`src/design/sil_pkg.sv`:
```
package sil_pkg;

  localparam int MaxIntervals = 1024;
  localparam int IdxW = $clog2(MaxIntervals);
  localparam int CntW = IdxW + 1;
  localparam int KeyW = 64;

  typedef enum logic [1:0] {
    ST_OK        = 2'd0,
    ST_EMPTY     = 2'd1,
    ST_HASH_MISS = 2'd2,
    ST_NOT_FOUND = 2'd3
  } status_t;

  typedef enum logic [1:0] {
    MODE_HASH    = 2'd0,
    MODE_KEYLESS = 2'd1,
    MODE_RANGE   = 2'd2,
    MODE_SPARE   = 2'd3
  } mode_t;

  typedef enum logic [1:0] {
    CFG_SHARD_COUNT    = 2'd0,
    CFG_TABLE_MODE     = 2'd1,
    CFG_UNIFORM_RANGES = 2'd2,
    CFG_NONE           = 2'd3
  } cfg_reg_t;

  typedef enum logic [1:0] {
    JOB_WRITE  = 2'd0,
    JOB_DIRECT = 2'd1,
    JOB_SEARCH = 2'd2,
    JOB_DIVIDE = 2'd3
  } job_kind_t;

  // classified work handed from front to back
  typedef struct packed {
    job_kind_t         kind;
    logic [IdxW-1:0]   index;
    status_t           status;
    status_t           miss_status;
    logic [CntW-1:0]   count;
    logic [KeyW-1:0]   key;
    logic [KeyW-1:0]   low;
    logic [KeyW-1:0]   high;
  } job_t;

  typedef enum logic [2:0] {
    BK_IDLE,
    BK_READ,
    BK_CMP,
    BK_DIVR,
    BK_DIVQ,
    BK_DONE
  } back_state_t;

  localparam int QDepth = 2;

endpackage

```
`src/design/sil_back.sv`:
```
module sil_back (
  input  logic                       clk,
  input  logic                       rst,
  input  logic                       job_valid,
  output logic                       job_ready,
  input  sil_pkg::job_t              job,
  output logic                       we,
  output logic [sil_pkg::IdxW-1:0]   waddr,
  output logic [sil_pkg::KeyW-1:0]   wlow,
  output logic [sil_pkg::KeyW-1:0]   whigh,
  output logic [sil_pkg::IdxW-1:0]   raddr,
  input  logic [sil_pkg::KeyW-1:0]   low_rd,
  input  logic [sil_pkg::KeyW-1:0]   high_rd,
  output logic                       out_valid,
  input  logic                       out_ready,
  output logic [sil_pkg::IdxW-1:0]   shard_index,
  output sil_pkg::status_t           status
);

  sil_pkg::back_state_t     state, state_next;
  sil_pkg::job_t            cur;
  logic [sil_pkg::CntW-1:0] lo, hi;
  logic [sil_pkg::CntW-1:0] mid;
  logic [32:0]              rem;
  logic [32:0]              divisor;
  logic [32:0]              quo;
  logic [5:0]               step;
  logic [33:0]              trial;
  logic                     key_lt_low;
  logic                     high_lt_key;
  logic                     res_load;
  logic [sil_pkg::IdxW-1:0] res_idx;
  sil_pkg::status_t         res_st;
  logic [sil_pkg::CntW-1:0] qclamp;

  assign mid        = sil_pkg::CntW'(({1'b0, lo} + {1'b0, hi}) >> 1);
  assign raddr      = mid[sil_pkg::IdxW-1:0];
  assign key_lt_low = $signed(cur.key) < $signed(low_rd);
  assign high_lt_key = $signed(high_rd) < $signed(cur.key);
  assign trial      = {rem, quo[32]} - {1'b0, divisor};
  assign qclamp     = (quo >= 33'(cur.count)) ? cur.count - 1'b1 :
                      quo[sil_pkg::CntW-1:0];
  assign job_ready  = (state == sil_pkg::BK_IDLE);

  // commit a table write when its word is taken, so lookups see items in order
  assign we    = job_ready && job_valid && (job.kind == sil_pkg::JOB_WRITE);
  assign waddr = job.index;
  assign wlow  = job.low;
  assign whigh = job.high;

  always_comb begin
    state_next = state;
    res_load   = 1'b0;
    res_idx    = '0;
    res_st     = sil_pkg::ST_OK;
    unique case (state)
      sil_pkg::BK_IDLE: begin
        if (job_valid) begin
          if (job.kind == sil_pkg::JOB_SEARCH) begin
            state_next = sil_pkg::BK_READ;
          end else if (job.kind == sil_pkg::JOB_DIVIDE) begin
            state_next = sil_pkg::BK_DIVR;
          end else begin
            state_next = sil_pkg::BK_DONE;
          end
        end
      end
      sil_pkg::BK_READ: begin
        if (lo < hi) begin
          state_next = sil_pkg::BK_CMP;
        end else begin
          state_next = sil_pkg::BK_DONE;
          res_load   = 1'b1;
          res_st     = cur.miss_status;
        end
      end
      sil_pkg::BK_CMP: begin
        if (!key_lt_low && !high_lt_key) begin
          state_next = sil_pkg::BK_DONE;
          res_load   = 1'b1;
          res_idx    = raddr;
        end else begin
          state_next = sil_pkg::BK_READ;
        end
      end
      sil_pkg::BK_DIVR: begin
        if (step == 6'd33) begin
          state_next = sil_pkg::BK_DIVQ;
        end
      end
      sil_pkg::BK_DIVQ: begin
        if (step == 6'd33) begin
          state_next = sil_pkg::BK_DONE;
          res_load   = 1'b1;
          res_idx    = qclamp[sil_pkg::IdxW-1:0];
        end
      end
      sil_pkg::BK_DONE: begin
        if (out_ready) begin
          state_next = sil_pkg::BK_IDLE;
        end
      end
      default: state_next = sil_pkg::BK_IDLE;
    endcase
  end

  always_ff @(posedge clk) begin
    if (rst) begin
      state <= sil_pkg::BK_IDLE;
    end else begin
      state <= state_next;
    end
  end

  assign out_valid = (state == sil_pkg::BK_DONE);

  // restoring division: first 2^32 / count for the range, then norm / range
  always_ff @(posedge clk) begin
    unique case (state)
      sil_pkg::BK_IDLE: begin
        cur         <= job;
        lo          <= '0;
        hi          <= job.count;
        step        <= '0;
        rem         <= '0;
        quo         <= {1'b1, 32'd0};
        divisor     <= 33'(job.count);
        shard_index <= job.index;
        status      <= job.status;
      end
      sil_pkg::BK_CMP: begin
        if (key_lt_low) begin
          hi <= mid;
        end else begin
          lo <= mid + 1'b1;
        end
      end
      sil_pkg::BK_DIVR, sil_pkg::BK_DIVQ: begin
        if (step == 6'd33) begin
          step    <= '0;
          rem     <= '0;
          divisor <= quo;
          quo     <= {1'b0, cur.key[31] ^ 1'b1, cur.key[30:0]};
        end else begin
          step <= step + 1'b1;
          if (!trial[33]) begin
            rem <= trial[32:0];
            quo <= {quo[31:0], 1'b1};
          end else begin
            rem <= {rem[31:0], quo[32]};
            quo <= {quo[31:0], 1'b0};
          end
        end
      end
      default: ;
    endcase
    if (res_load) begin
      shard_index <= res_idx;
      status      <= res_st;
    end
  end

endmodule

```
`config.mk`:
```
export PLATFORM = sky130hd
export DESIGN_NAME = sil_back
export DESIGN_NICKNAME = d
export VERILOG_FILES = /design/src/design/sil_pkg.sv /design/src/design/sil_back.sv
export SDC_FILE = /design/constraint.sdc
export NUM_CORES = 1
export LEC_CHECK = 0
export BUFFER_PORTS_ARGS = -buffer_cell sky130_fd_sc_hd__buf_2
export CAP_MARGIN = 30
export CORE_AREA = 2 2 202 204
export CTS_BUF_LIST = sky130_fd_sc_hd__clkbuf_4
export DETAILED_ROUTE_END_ITERATION = 10
export DIE_AREA = 0 0 204 206
export HOLD_SLACK_MARGIN = 0.02
export PLACE_DENSITY = 0.68
export SKIP_LAST_GASP = 1
export SYNTH_ARGS = -nofsm -noshare
export SYNTH_HDL_FRONTEND = slang
export SYNTH_SLANG_ARGS = --single-unit
```
`constraint.sdc`:
```
create_clock -name clk -period 3.95 [get_ports clk]
set_input_delay 0.395 -clock clk [delete_from_list [all_inputs] [get_ports clk]]
set_output_delay 0.395 -clock clk [all_outputs]
set_load 0.03 [all_outputs]
```
* After elaboration in Yosys (flattened, before gate mapping) *
Cells that the tools add are included.
W data, S select, Z words.

storage, ports and cells
  latch bits = 0
  logic and storage cells = 89
  bits in read-only memories = 0
  memories kept = 0
  input bits = 351
  register bits after elaboration = 219
  memory bits (writable) = 0

cells by class
  multiply operators = 0
  div/mod/pow operators = 0
  equal/unequal tests = 15
  magnitude comparators = 4
  bitwise operators = 1
  $add $sub $neg = 5
  shifts and indexed selects = 0
  muxes and demuxes = 37
  reductions and logical operators = 15

operators by type and width
  cell                     count
  $pmux W33 S2             3
  $mux W33                 4
  $lt A64 B64 Y1           2
  $mux W10                 5
  $pmux W11 S2             2
  $sub A34 B33 Y34         1
  $ge A33 B11 Y1           1
  $mux W3                  8
  $mux W11                 2
  $pmux W10 S2             1
  $pmux W3 S6              1
  $add A11 B11 Y12         1
  $ne A2 B2 Y1 const B     6
  $pmux W6 S2              1
  $add A11 B1 Y11 const B  1
  $lt A11 B11 Y1           1
  $sub A10 B1 Y10 const B  1
  $mux W2                  4
  $add A6 B1 Y6 const B    1
  $eq A3 B2 Y1 const B     2
  $eq A3 B3 Y1 const B     2
  $eq A6 B6 Y1 const B     1
  $mux W6                  1
  $reduce_and A2 Y1        3
  13 further kinds         22

* Logic depth before layout (Yosys ltp) *
  depth after elaboration = 6
  depth in mapped cells = 15
  mapped depth without buffers = 13

* Worst setup path before layout *
No wires, ideal clock.

  kind = register to register
  from = register step[1]
  to = register divisor[0], enable pin
  data arrival time = 3.735 ns
  path buffers = 2
  setup slack = -0.254 ns
  data required time = 3.481 ns
  cell stages (with the launch flop) = 8
  period minus slack after synthesis = 4.204 ns
  library setup time = 0.469 ns
  cells stage by stage = edfxtp_1 inv_1 ha_1 nand2_1 or4_1 clkbuf_1 clkbuf_1 o21ai_0

between the ends
  cells in the longest elaborated chain, start to end = 3

RTL lines
  element                             RTL line         RTL
  start: declaration                  sil_back.sv:27   logic [5:0] step;
  start signal: assignment            sil_back.sv:145  step <= step + 1'b1;
  $eq A6 B6 Y1                        sil_back.sv:139  if (step == 6'd33) begin
  $ne A2 B2 Y1 (no source line)       n/a
  $reduce_and A2 Y1 (no source line)  n/a
  end signal: assignment              sil_back.sv:127  divisor <= 33'(job.count);
  end signal: assignment              sil_back.sv:142  divisor <= quo;
  end: declaration                    sil_back.sv:25   logic [32:0] divisor;

No other way between the ends.
A chain may end at the register's enable or synchronous reset.

* Final worst setup path *
  from = register rem[7]
  to = register rem[0] (data pin)

between the ends
  cells in the longest elaborated chain, start to end = 4

RTL lines
  element                   RTL line         RTL
  start: declaration        sil_back.sv:24   logic [32:0] rem;
  start signal: assignment  sil_back.sv:147  rem <= trial[32:0];
  start signal: assignment  sil_back.sv:150  rem <= {rem[31:0], quo[32]};
  $sub A34 B33 Y34          sil_back.sv:40   assign trial = {rem, quo[32]} - {1'b0, divisor};
  $mux W33                  sil_back.sv:146  if (!trial[33]) begin
  $mux W33                  sil_back.sv:139
  $pmux W33 S2              sil_back.sv:119  unique case (state)

No other way between the ends.

==> impl_metrics.json <==
{
  "yosysTopAreaCell": "edfxtp_1",
  "synthMuxAreaShare_pct": 1.22,
  "synth_top_area_share_pct": 40.9,
  "ys_warn_count": 0,
  "cts.sinks": 219,
  "cts-root-buf": "clkbuf_4",
  "max_freq_ghz": 0.269,
  "wl_um": 44200,
  "status": "completed",
  "avgSynthCellArea_um2": 9.61,
  "hold_path_class": "in -> reg",
  "fin_ws_ps": 229,
  "crit_buf_inv": 0,
  "endpoint_kind": "register",
  "post-route-min-period_ps": 3720,
  "port_buffers": 257,
  "io_pins": 514,
  "max_slew_margin_pct": 48.9,
  "core_area_um2": 40200,
  "drc": 0,
  "wl_met3_um": 3780,
  "tightest_slew_ps": 764,
  "synth_top_family_by_area": "adder cells",
  "synth_edf_count": 216,
  "cp_top_family": "compound AO/OA/AOI/OAI gates",
  "drt_iter0_drc": 806,
  "m1WireLength_um": 16800,
  "nets": 2440,
  "pre_cts_ws_ps": 140,
  "insertion_delay_ps": 740,
  "power_density_nw_per_um2": 899,
  "postSynthCellCount": 1648,
  "synth_nets": 2195,
  "synth-adder-area-share_pct": 15.6,
  "start_util_pct": 39.4,
  "top_layer": "met5",
  "drt-pass1-iter-count": 5,
  "slowest_delay_ps": 500,
  "vias": 12800,
  "hold_violations": 0,
  "design_area_um2": 18400,
  "worstSetupStartpoint": "rem[7]",
  "cp.arrival_ps": 4290,
  "avgViaCountPerCell": 5.18,
  "fin_hold_ws_ps": 76.4,
  "ys_seq_area_share_pct": 41.3,
  "antenna_found_initial": 10,
  "reg2reg_from": "rem[7]",
  "ir_drop_mv": 0.625,
  "crit_type": "reg -> reg",
  "syn_to_final_growth_pct": 16.1,
  "synthTopCellsByArea": "edfxtp_1 (41%), ha_1 (15%), buf_4 (6.6%)",
  "clkTransAtPathRegs_ps": 70,
  "power.total_mw": 16.5,
  "grt_pass1_wl_um": 68000,
  "synthFlopType": "edfxtp_1",
  "dr_wl_met2_um": 21500,
  "synth_cell_types": 69,
  "rows": 74,
  "yosys.area_share.simple_pct": 12.8,
  "async_flop_share_pct": 0,
  "cp-start-kind": "register",
  "ys_ff_latch": 219,
  "fin_crit_sh_pct": 94.2,
  "cts_tree": "built",
  "fill_cells": 3828,
  "rsz0062_at_grt": "no",
  "wl_per_cell_um": 17.9,
  "die-area_um2": 42000,
  "synth_xor_area_share_pct": 3.04,
  "placed_area_um2": 16800,
  "track_usage_pct": 20.5,
  "netlist_top_cells_count": "inv_1 (225), edfxtp_1 (216), nand2_1 (201)",
  "synth.most_common_cell": "inv_1",
  "crit_fanout": 29,
  "finalSetupTns_ps": 0,
  "dieWidth_um": 204,
  "drive_gt1_share_pct": 20.5,
  "grt_max_degree": 49,
  "cts_resized": 0,
  "clockBufferDepth": 3,
  "cts_buffers": 58,
  "drv_slew": 0,
  "dpl.hpwl_um": 33900,
  "crit_required_ps": 4520,
  "first_global_vias": 13200,
  "hold_start": "job[206]",
  "postCtsSetupRepairBufs": 0,
  "htree_levels": 2,
  "crit_chain": "ha_1, a21oi_2, o21ai_1, a221o_1, a311o_1, a41oi_2, o221ai_2, o211ai_1, and3_4, mux2_2, nor2_1",
  "synth_compound_area_share_pct": 13.2,
  "overflow": 0,
  "ctsHoldBuffers": 79,
  "setup_viol": 0,
  "clock-skew-final_ps": 43.9,
  "crit_path_top_delay_cell": "and3_4",
  "die_h_um": 206,
  "antenna_left": 0,
  "p_leak_nw": 8.82,
  "syn_area_um2": 15800,
  "drv_cap": 0,
  "globalplace.congestion": 0.938
}
==> area by class of cell <==
| cell class | instances | area, um2 | share of cell area (%) |
|---|---|---|---|
| antenna | 3 | 7.51 | 0.0408 |
| clock buffer | 81 | 608 | 3.31 |
| clock inverter | 26 | 156 | 0.850 |
| inverter | 225 | 846 | 4.60 |
| multi-input combinational | 1029 | 7280 | 39.6 |
| sequential | 219 | 6550 | 35.6 |
| tap | 532 | 666 | 3.62 |
| timing repair buffer | 360 | 2280 | 12.4 |
==> registers in the layout (all words and copies together), names as in the netlist <==
name	flops
lo	11
status	2
rem	33
step	6
cur	77
state	3
hi	11
quo	33
divisor	33
shard_index	10
==> report_power, final <==
part | switching, mW | internal [mW]
Clock | 1.01 | 1.08
Sequential | 0.730 | 4.18
Combinational | 6.01 | 3.53
==> worst min-delay path: stages <==
cell     delay, ps
buf_2           70
inv_1           50
o21ai_0        160
==> routing by layer <==
metal,vias to the layer above,track usage (%)
li1,6183,-
met1,5949,22.3
met2,502,35.8
met3,162,6.45
met4,14,10.7
met5,-,0.714
==> logic make-up after synthesis <==
kind of cell               Yosys count
xor gates and xnor gates            55
buffers and inverters              400
adders and majority gates          196
DFF                                219
and+or+nand+nor                    432
AOI/OAI and AO/OA                  328
muxes                               18
==> path summary, 6_finish.rpt <==
path               end  slack (ps)  cells after the start
min          status[1]          80                      3
min reg2reg  status[0]         540                      2
max reg2reg     rem[0]         230                     11
max             rem[0]         230                     11
==> stage by stage <==
step | util, % | std cells
after detailed placement | 41.9 | 2286
final | 45.8 | 2475
after floorplan | - | 1648
after global placement | 41.9 | 2286
after CTS | 45.8 | 2472
after global routing | 45.8 | 2474
==> cells in the final DEF, fill, tap and decap left out, drive strengths merged, types with 29 or more instances in the layout <==
master         n
buf          281
inv          226
edfxtp       216
nand2        201
ha           194
a21oi        130
clkbuf        81
dlygate4sd3   79
nor2          61
a21o          60
o21ai         48
xnor2         44
nand4         34
nand3         29
Power figures use the tool's default switching activity.
